[src/hw/rtl/cms_pkg.sv]
// ----------------------------------------------------------------------------
// cms_pkg
// Shared constants and types of the count-min sketch counter table.
// ----------------------------------------------------------------------------
`default_nettype none

package cms_pkg;

  localparam int OPCODE_W = 1;
  localparam int RANGE_W  = 6;
  localparam int DIGEST_W = 64;
  localparam int COUNT_W  = 63;
  localparam int WORD_W   = 16;

  localparam logic [COUNT_W-1:0] COUNTER_MAX = {COUNT_W{1'b1}};

  localparam int DEF_NUM_RANGES = 64;
  localparam int DEF_ROWS       = 8;
  localparam int DEF_ROW_WIDTH  = 1024;
  localparam int QUEUE_DEPTH    = 2;

  typedef enum logic [OPCODE_W-1:0] {
    OP_INSERT = 1'b0,
    OP_QUERY  = 1'b1
  } opcode_t;

endpackage

`default_nettype wire

[src/hw/rtl/cms_fifo.sv]
// ----------------------------------------------------------------------------
// cms_fifo
// Short command queue between the front and the back.
// ----------------------------------------------------------------------------
`default_nettype none

module cms_fifo #(
  parameter int W     = 8,
  parameter int DEPTH = cms_pkg::QUEUE_DEPTH
) (
  input  logic         clk,
  input  logic         rst,
  input  logic         push_valid,
  output logic         push_ready,
  input  logic [W-1:0] push_data,
  output logic         pop_valid,
  input  logic         pop_ready,
  output logic [W-1:0] pop_data
);
  localparam int PW = (DEPTH > 1) ? $clog2(DEPTH) : 1;
  localparam int NW = $clog2(DEPTH + 1);
  localparam logic [PW-1:0] LAST_PTR = PW'(DEPTH - 1);
  localparam logic [NW-1:0] FULL_CNT = NW'(DEPTH);

  logic [W-1:0]  entry [DEPTH];
  logic [PW-1:0] wr_ptr;
  logic [PW-1:0] rd_ptr;
  logic [NW-1:0] fill;
  logic          do_push;
  logic          do_pop;

  assign push_ready = (fill != FULL_CNT);
  assign pop_valid  = (fill != '0);
  assign pop_data   = entry[rd_ptr];
  assign do_push    = push_valid && push_ready;
  assign do_pop     = pop_valid && pop_ready;

  always_ff @(posedge clk) begin
    if (rst) begin
      wr_ptr <= '0;
      rd_ptr <= '0;
      fill   <= '0;
    end else begin
      if (do_push) begin
        entry[wr_ptr] <= push_data;
        wr_ptr        <= (wr_ptr == LAST_PTR) ? '0 : wr_ptr + PW'(1);
      end
      if (do_pop) begin
        rd_ptr <= (rd_ptr == LAST_PTR) ? '0 : rd_ptr + PW'(1);
      end
      if (do_push && !do_pop) begin
        fill <= fill + NW'(1);
      end else if (do_pop && !do_push) begin
        fill <= fill - NW'(1);
      end
    end
  end

endmodule

`default_nettype wire

[config.mk]
export PLATFORM = sky130hd
export DESIGN_NAME = cms_fifo
export DESIGN_NICKNAME = d
export VERILOG_FILES = /design/src/hw/rtl/cms_pkg.sv /design/src/hw/rtl/cms_fifo.sv
export SDC_FILE = /design/constraint.sdc
export NUM_CORES = 1
export LEC_CHECK = 0
export BUFFER_PORTS_ARGS = -buffer_cell sky130_fd_sc_hd__buf_2
export CORE_ASPECT_RATIO = 0.8
export CORE_MARGIN = 1.5
export CORE_UTILIZATION = 35
export CTS_CLUSTER_SIZE = 8
export DETAILED_ROUTE_END_ITERATION = 10
export PLACE_DENSITY_LB_ADDON = 0.15
export SYNTH_ARGS = -nofsm -noshare
export SYNTH_HDL_FRONTEND = slang
export SYNTH_SLANG_ARGS = --single-unit
[constraint.sdc]
create_clock -name clk -period 4.1 [get_ports clk]
set_input_delay 0.41 -clock clk [delete_from_list [all_inputs] [get_ports clk]]
set_output_delay 0.41 -clock clk [all_outputs]
set_load 0.005 [all_outputs]
# Word-level counts from Yosys, hierarchy flattened
# Memories as Yosys holds them, arrays and structs flattened. A register that Yosys moved wholly into a read port is not among the register bits.
# Index checks and enable logic that the tools add are counted.
# op_classes
n_addsub	4
eq_ne	1
n_mux	9
n_reduce_logical	8
# op_table
operator	n
$mux W1	7
$logic_and A1 B1 Y1	4
$mux W2	2
$reduce_bool A2 Y1	2
$add A1 B1 Y1 const B	2
$add A2 B1 Y2 const B	1
$logic_not A1 Y1	2
$ne A2 B2 Y1 const B	1
$sub A2 B1 Y2 const B	1
# totals
register_bits	4
ram_bits	16
out_inout_bits	10
wordCells	26
memories	1
# memory_table
name	depth	word_bits	rd	rd_clocked_by_memory_dff	write_ports	line_no	rtl
entry	2	8	1	1	1	cms_fifo.sv:25	logic [W-1:0] entry [DEPTH];

# Longest topological paths before layout
# Gate-level depths: netlist of the first run.
# depth
word_depth	6
mapped_depth	8
mapped_depth_nobuf	8

# Least setup slack after synthesis of the first run
# OpenSTA, ideal clock, no wires.
# synth_path
path_type	register to register
from	register fill[0]
to	memory entry[1][0], enable pin
setup_time_ps	385
arrival_ps	1284
required_ps	3715
setup_slack_ps	2430
stages_incl_launch_ff	5
path_buffers	0
period_less_slack_ps	1670
path_cell_list	dfxtp_1 nor2b_1 inv_1 nand2_1 nor3b_1
# synth_via
elab_chain_len	5
# synth_rtl
element	line_no	rtl
start, declared	cms_fifo.sv:28	logic [NW-1:0] fill;
start signal, assigned	cms_fifo.sv:52	fill <= fill + NW'(1);
start signal, assigned	cms_fifo.sv:54	fill <= fill - NW'(1);
$ne A2 B2 Y1	cms_fifo.sv:32	assign push_ready = (fill != FULL_CNT);
named net push_ready	cms_fifo.sv:14	output logic push_ready,
$logic_and A1 B1 Y1	cms_fifo.sv:35	assign do_push = push_valid && push_ready;
$mux W1	cms_fifo.sv:44	if (do_push) begin
$mux W1	cms_fifo.sv:39	if (rst) begin
$mux W1 (not written as such)	cms_fifo.sv:45	entry[wr_ptr] <= push_data;
end, declared	cms_fifo.sv:25	
# The timed path passes the listed nets, and every way through them passes these cells.

==> metrics, run 1 <==
Distinct cells, synth=16; worst-path maximum fanout=8; Ports=22; DPL Wire Length=882 um; setup violators final=0; Peak Freq=~0.56 GHz; syn_area_per_cell=approximately 15 sq um; number of global-route vias before repair=roughly 450; period utilization=43.3%; Core Region=2160 sq um; # diodes=0; Final min period=1770 ps; WL/cell=about 12 um; Clock Sinks=21; Yosys top cell area share=59.8%; clock tree buffer depth=2; leading area contributor after synthesis=edfxtp_1; pwr dens=529 nW/um^2; # DRC=0; CP endpoint kind=output pin; gr ovfl total=0; Critical Path RT=approximately 3700 ps; Clock Pin Slew Worst Setup and Hold Paths=between 100 and 150 ps; CTS Buf Count=3; Ys Warns=0; Setup Slack @ Placement=2430 ps; RSZ-0062 raised after global routing=false; max incr delay on CP=about 570 ps; Total Routed Length=1200 um; Final Slew Violations=0; area delta synth->final=21.5%; GP Congestion=0.763; Post-Syn Area=between 800 and 900 sq um; DR iter-0 viols=10; worst hold slack=299 ps; GR Util All Layers=between 10% and 20%; number of synthesized register bits=21; worst skew pair latency=just under 300 ps; via count=roughly 460; critical path type=reg2out; DIE HEIGHT=~46 um; Antenna Nets Post-Route=0; Avg Vias per Cell=~4.5; most frequent cells in the layout=buf_2, edfxtp_1, mux2_2; PortBufs=21; Post-CTS Resized=0; hold_buf cts=0; H-tree Lvls=1; Final Hold Viols=0; commonest non-fill, non-tap cell in the layout=buf_2; die width=56.6 um; CTS tree=yes; Initial Utilization=between 30% and 40%; slew margin rel.=74.5%; most area-consuming cells after synthesis=edfxtp_1, dfxtp_1, mux2_2, xor2_1, o21ai_0; Pre-antenna DRT Iters=4; # Max-Cap Violations=0; worst setup margin=approximately 2300 ps; post-synthesis cell count=52; cells along the critical path=mux2_2 -> buf_2; VDD IR max=between 200 and 250 uV; crit path DAT=1360 ps; overall power=slightly above 0.0005 W; ratio of cells with drive above 1 in the final layout=between 40 and 50%; Least-Margin Pin Slew=382 ps; Clk Tree Root Cell=clkbuf_4; CP Launch Type=flop; initial antenna violation count=0; Leak=0.389 nW; pin count of the biggest net entering global routing=12; Clock Skew=around 2.7 ps; first-pass GRT wire length=about 2000 um; slowest stage cell, crit path=dfxtp_1; full die area=between 2000 and 3000 sq um; FP Rows=15; TNS Setup=0 ps; Mapped Nets=between 60 and 70; Post CTS Setup Buffer Count=0; status=completed; register area share after synthesis=between 70% and 80%; final net count=92; worst min path class=in2reg
[worst max-delay path, delay by kind of cell, from the launching register on]
kind / cells / cell delay, ps
buffers and inverters: 1 / 120
DFF: 1 / 570
muxes: 1 / 380
[routing by layer]
metal  GRT usage [%]  up-vias  wire length (um)
met5               0        -                 0
met4            4.29        0                10
met3            5.40        2                69
met2            16.7       14               524
met1            13.8      205               594
li1                -      240                 -
[flip-flops by register name, indices dropped and copies added, names as in the netlist, named ones only]
signal and count:
entry 16, fill 2, rd_ptr 1, wr_ptr 1
[kinds of logic after synthesis]
logic type | after synthesis | share of synthesized area (%)
XOR/XNOR | 3 | 3.27
buffers and inverters | 4 | 2.02
adder cells (fa/ha/maj) | 1 | 1.56
AND/OR/NAND/NOR | 10 | 6.54
multiplexers | 8 | 11.2
AO/OA/AOI/OAI | 5 | 3.11
flip-flops | 21 | 72.3
[final cells by class]
class                   count  area, sq um
repair buffers             23          120
multi-input cells          27          206
well taps                  25         31.3
flip-flops and latches     21          581
inverters                   3         11.3
clock buffers               4         26.3
fillers                   202         1180
[cells in the mapped netlist (all sizes together)]
library cell	instances
ha	1
edfxtp	16
nor2	3
buf	1
mux2	8
or3	2
inv	3
nor2b	1
dfxtp	5
nand2	1
nor3b	1
nor3	1
xor2	3
a21oi	2
o21ai	3
or2	1
[worst paths after layout]
path,start,end,slack (ps),cells after the start
setup reg to reg,fill[1]$_SDFFE_PP0P_,fill[1]$_SDFFE_PP0P_,2380,7
hold reg to reg,wr_ptr$_SDFFE_PP0P_,wr_ptr$_SDFFE_PP0P_,510,2
setup / recovery,flop,pop_data[6],2330,2
hold / removal,push_data[5],entry[1][5]$_DFFE_PP_,300,1
[stage by stage]
stage          std cells  area, sq um  utilization (%)
2_1_floorplan         52          803                -
3_3_place_gp          99          950             44.0
3_5_place_dp          99          950             44.0
4_1_cts              103          976             45.2
5_1_grt              103          976             45.2
6_report             103          976             45.2
[where the power goes]
part	internal, W	leakage (nW)	total (W)	switching (W)
combinational	0.0000790	0.186	0.000137	0.0000581
clock	0.0000378	0.0150	0.0000938	0.0000560
sequential	0.000259	0.188	0.000285	0.0000259
total	0.000376	0.389	0.000516	0.000140
(Power assumes the default switching activity.)
==> inputs of run 2 (changes only) <==
Settings changed: ABC_AREA set to 1.
Clock period 4.1 ns to 1.8 ns, I/O delays scaled along.
==> metrics, run 2 <==
status=completed; worst-path maximum fanout=8 (unchanged); worst r2r src=fill[1]$_SDFFE_PP0P_; gr ovfl total=0 (unchanged); Biggest register=entry; commonest non-fill, non-tap cell in the layout=buf_2; VDD IR max=647 uV (+170%); top cell family by delay on the critical path=flip-flops; Regs by FF count=entry: 16 flops, fill: 2 flops; DR iter-0 viols=11 (+1); worst min path class=in2reg; Initial Utilization=38.2% (+0.93 points); Peak Freq=0.652 GHz; ys async rst share=0% (unchanged); Combinational Power Share=29.6% (+3.0 points); Total Routed Length=1180 um (-1.8%); Clock Sinks=21 (unchanged); number of global-route vias before repair=439 (-2.9%); full die area=2740 sq um (+5.7%); Final Hold Viols=0 (unchanged); Reg-to-Reg End=fill[1]$_SDFFE_PP0P_; Clock Pin Slew Worst Setup and Hold Paths=100 ps (about the same); H-tree Lvls=1 (unchanged); DIE HEIGHT=47.1 um (+2.8%); Mapped Nets=75 (+15%); Sw Ratio=30.3% (+3.1 points); multi-input logic area=231 sq um (+12%); Hold EP=entry[1][7]$_DFFE_PP_; Ys Warns=0 (unchanged); CP endpoint kind=output pin; FILL cells=217 (+7.4%); max FFs per register=16 (unchanged); slowest stage cell, crit path=dfxtp_1; Clock Skew=1.37 ps (-1.30 ps); slew margin rel.=74.2% (-0.29 points); Net Sw Power=0.000366 W (+160%); filler-free cell count of the finished design=113 (+9.7%); hold_buf cts=0 (unchanged); die width=58.2 um (+2.8%); Yosys top cell area share=56.4% (-3.4 points); FP Rows=15 (unchanged); TNS Setup=0 ps (unchanged); Int Power=0.000844 W (+120%); pin count of the biggest net entering global routing=12 (unchanged); CTS tree=yes; Ports=22 (unchanged); DPL Wire Length=897 um (+1.7%); share of power burned in registers=53.3% (-1.9 points); hold_sp=push_data[7]; CP Depth=2 (unchanged); first-pass GRT wire length=1820 um (-9.9%); most common library cells after synthesis=edfxtp_1, mux2_1, inv_1, nand2_1, dfxtp_1; register area share after synthesis=68.1% (-4.1 points); R2R cell count=9 (+2); Final min period=approximately 1500 ps; crit path DAT=1350 ps (about the same); Buf/Inv on CP=1 (unchanged); RSZ-0062 raised after global routing=false; # Max-Cap Violations=0 (unchanged); Pre-antenna DRT Iters=5 (+1); placed cells=109 (+10%); Final Slew Violations=0 (unchanged); initial antenna violation count=0 (unchanged); dominant synthesized flop cell=edfxtp_1; Distinct cells, synth=19 (+3); # DRC=0 (unchanged); worst skew pair latency=290 ps (about the same); cells along the critical path=mux2_2 -> buf_2; final net count=102 (+11%); number of synthesized register bits=21 (unchanged); pwr dens=1180 nW/um^2 (+120%); most area-consuming cells after synthesis=edfxtp_1, dfxtp_1, mux2_1, nand2_4, inv_1; area delta synth->final=20.3%; Antenna Nets Post-Route=0 (unchanged); # diodes=0 (unchanged); GP Congestion=0.690 (-9.6%); Avg Vias per Cell=4.46 (-0.35%); CP Launch Type=flop; EDFF count, synth=16 (unchanged); Clk Tree Root Cell=clkbuf_4; Post CTS Setup Buffer Count=0 (unchanged); Clock power frac=17.1% (-1.1 points); Core Region=2230 sq um (+3.5%); worst hold slack=70.2 ps (-229 ps); period utilization=between 80% and 90%; Sequential Area=581 sq um (unchanged); via count=504 (+9.3%); PortBufs=21 (unchanged); ratio of cells with drive above 1 in the final layout=39.8% (-5.1 points); CTS Buf Count=3 (unchanged); Min-Delay Path Depth=1 (unchanged); WL/cell=10.4 um (-11%); clock tree buffer depth=2 (unchanged); Post-Syn Area=852 sq um (+6.1%); syn_area_per_cell=13.7 sq um (-11%); post-synthesis cell count=62 (+19%); Post-CTS Resized=0 (unchanged); R2R Setup Slk=460 ps (-1920 ps); setup violators final=0 (unchanged); leading area contributor after synthesis=edfxtp_1; GR Util All Layers=9.76% (-1.3 points); Critical Path RT=1620 ps (-2070 ps); most frequent cells in the layout=buf_2, edfxtp_1, mux2_1; Leak=0.423 nW (+8.8%); critical path type=reg2out; most instantiated library cell after synthesis=edfxtp_1; Least-Margin Pin Slew=386 ps (+4.27 ps); max incr delay on CP=570 ps (about the same)
[run 2: changes by cell type after synthesis, moves of 3 or more]
cell / before / now
inv_1: 3 / 6
mux2_1: 0 / 7
xor2_1: 3 / 0
nand2_4: 0 / 3
nand2_1: 1 / 6
mux2_2: 8 / 1
[run 2: cells by family after synthesis]
logic type      Yosys count  synth area share, %
buf+inv                   9                 4.70
simple gates             19                 12.3
compound gates            4                 2.79
mux                       8                 10.6
flops                    21                 68.1
fa+ha+maj                 1                 1.47
[run 2: per-layer routing]
layer / track usage [%] / vias up / share of wire, %
li1: - / 269 / -
met1: 11.0 / 218 / 47
met2: 15.0 / 15 / 45
met3: 6.34 / 2 / 7.6
met4: 4.19 / 0 / 1.0
met5: 0 / - / 0
[run 2: worst max-delay path by stage]
| stage | endpoint | start |
|---|---|---|
| 6_report | pop_data[7] | flop |
| 5_1_grt | pop_data[7] | flop |
| 4_1_cts | pop_data[7] | flop |
| 3_5_place_dp | fill[1]$_SDFFE_PP0P_ | fill[1]$_SDFFE_PP0P_ |
| 3_3_place_gp | fill[1]$_SDFFE_PP0P_ | fill[1]$_SDFFE_PP0P_ |
| 2_1_floorplan | entry[1][0]$_DFFE_PP_ | fill[0]$_SDFFE_PP0P_ |
[run 2: final cells by class]
type,instances,area share [%]
clock buffer,4,2.56
sequential,21,56.7
tap,25,3.05
inverter,8,3.42
multi-input combinational,32,22.6
timing repair buffer,23,11.7
[run 2: power groups by stage]
stage               clock (W)  sequential [W]  combinational (W)
floorplan                   0        0.000630           0.000271
CTS                  0.000220        0.000648           0.000366
global placement            0        0.000658           0.000361
finish               0.000207        0.000646           0.000358
global route         0.000242        0.000657           0.000413
detailed placement          0        0.000659           0.000365
[run 2: metrics by stage]
step                util, %  setup WS, ps  power [W]  area, sq um
floorplan                 -           263   0.000901          852
detailed placement     44.7           474    0.00102          998
finish                 45.9           267    0.00121         1020
global placement       44.7           479    0.00102          998
global route           45.9           170    0.00131         1020
CTS                    45.9           225    0.00123         1020
==> inputs of run 3 (changes only) <==
Settings changed: PLACE_DENSITY set to 0.64, PLACE_DENSITY_LB_ADDON 0.15 to not set.
==> metrics, run 3 (synthesis results as in run 2) <==
Combinational Power Share=29.8% (+0.2 points); Biggest register=entry; hold_buf cts=0 (unchanged); # Max-Cap Violations=0 (unchanged); violated checks=DRC; Final min period=1530 ps (-5.61 ps); pin count of the biggest net entering global routing=12 (unchanged); area delta synth->final=20.3% (unchanged); GR Util All Layers=11.3% (+1.5 points); Clock power frac=17.3% (+0.2 points); Avg Vias per Cell=4.70 (+5.4%); Ports=22 (unchanged); worst hold slack=65.9 ps (-4.34 ps); Clk Tree Root Cell=clkbuf_4; GP Congestion=0.726 (+5.1%); full die area=2740 sq um (unchanged); Critical Path RT=1620 ps (about the same); max FFs per register=16 (unchanged); via count=531 (+5.4%); first-pass GRT wire length=2050 um (+13%); worst r2r src=fill[0]$_SDFFE_PP0P_; critical path type=reg2out; Clock Sinks=21 (unchanged); # DRC=1 (+1); Clock Pin Slew Worst Setup and Hold Paths=100 ps (about the same); pwr dens=1190 nW/um^2 (+0.93%); Net Sw Power=0.000377 W (+3.0%); Initial Utilization=38.2% (unchanged); Total Routed Length=1300 um (+11%); Leak=0.423 nW (unchanged); FP Rows=15 (unchanged); R2R Setup Slk=450 ps (about the same); CTS tree=yes; Post CTS Setup Buffer Count=0 (unchanged); gr ovfl total=0 (unchanged); RSZ-0062 raised after global routing=false; Least-Margin Pin Slew=370 ps (-16.3 ps); Pre-antenna DRT Iters=7 (+2); CP Launch Type=flop; slew margin rel.=75.3% (+1.1 points); most frequent cells in the layout=buf_2, edfxtp_1, mux2_1; setup violators final=0 (unchanged); worst min path class=in2reg; Post-CTS Resized=0 (unchanged); # diodes=0 (unchanged); initial antenna violation count=0 (unchanged); DPL Wire Length=1010 um (+13%); Antenna Nets Post-Route=0 (unchanged); commonest non-fill, non-tap cell in the layout=buf_2; CTS Buf Count=3 (unchanged); Core Region=2230 sq um (unchanged); R2R cell count=10 (+1); Sw Ratio=30.9% (+0.61 points); H-tree Lvls=1 (unchanged); TNS Setup=0 ps (unchanged); DR iter-0 viols=13 (+2); DIE HEIGHT=47.1 um (unchanged); Clock Skew=4.73 ps (+3.36 ps); Int Power=0.000844 W (about the same); die width=58.2 um (unchanged); Peak Freq=0.655 GHz (+0.37%); Final Hold Viols=0 (unchanged); Reg-to-Reg End=fill[1]$_SDFFE_PP0P_; Final Slew Violations=0 (unchanged); Regs by FF count=entry: 16 flops, fill: 2 flops; status=complete, but fails checks; PortBufs=21 (unchanged); final net count=102 (unchanged); number of global-route vias before repair=490 (+12%); crit path DAT=1350 ps (about the same); worst-path maximum fanout=8 (unchanged); hold_sp=push_data[0]; Min-Delay Path Depth=1 (unchanged); ratio of cells with drive above 1 in the final layout=39.8% (unchanged); VDD IR max=455 uV (-30%); share of power burned in registers=52.9% (-0.4 points); worst skew pair latency=290 ps (about the same); clock tree buffer depth=2 (unchanged); CP endpoint kind=output pin; WL/cell=11.5 um (+11%); period utilization=84.8% (-0.31 points); Hold EP=entry[1][0]$_DFFE_PP_
run 3: cell counts in the layout (fill, tap and decap cells not counted):
No cell type changed its count.
run 3: through the flow:
stage / power (W) / instance area [sq um] / setup slack (ps) / util, % / cells
final: 0.00122 / 1020 / 273 / 45.9 / 113
after global routing: 0.00132 / 1020 / 160 / 45.9 / 113
after CTS: 0.00125 / 1020 / 230 / 45.9 / 113
after detailed placement: 0.00103 / 998 / 450 / 44.7 / 109
after global placement: 0.00101 / 998 / 503 / 44.7 / 109
after floorplan: 0.000901 / 852 / 263 / - / 62
run 3: final cells by class:
cell class	count	area [sq um]
clock buffers	4	26.3
fillers	207	1210
inverters	8	35.0
multi-input cells	32	231
flip-flops and latches	21	581
well taps	25	31.3
repair buffers	23	120
run 3: power by group through the flow:
stage               combinational, W  sequential [W]  clock, W
global placement            0.000357        0.000654         0
CTS                         0.000372        0.000647  0.000227
floorplan                   0.000271        0.000630         0
finish                      0.000364        0.000646  0.000211
detailed placement          0.000372        0.000658         0
global route                0.000417        0.000657  0.000250
run 3: how the worst max path moves through the flow:
stage | startpoint | end | slack, ps | cells after the start
after floorplan | fill[0]$_SDFFE_PP0P_ | entry[1][0]$_DFFE_PP_ | 260 | 4
after global placement | fill[1]$_SDFFE_PP0P_ | fill[1]$_SDFFE_PP0P_ | 500 | 9
after detailed placement | fill[0]$_SDFFE_PP0P_ | fill[1]$_SDFFE_PP0P_ | 450 | 10
after CTS | flop | pop_data[7] | 230 | 2
after global routing | flop | pop_data[1] | 160 | 2
final | flop | pop_data[1] | 270 | 2
run 3: layer usage:
| metal | GRT usage, % | part of all wire [%] |
|---|---|---|
| met1 | 10.5 | 41 |
| met2 | 20.5 | 52 |
| met3 | 4.96 | 4.5 |
| met4 | 8.37 | 2.1 |
| met5 | 0 | 0 |
run 3: critical path: stages, from the launching register on:
cell	delay (ps)
dfxtp_1	550
mux2_1	370
buf_2	130
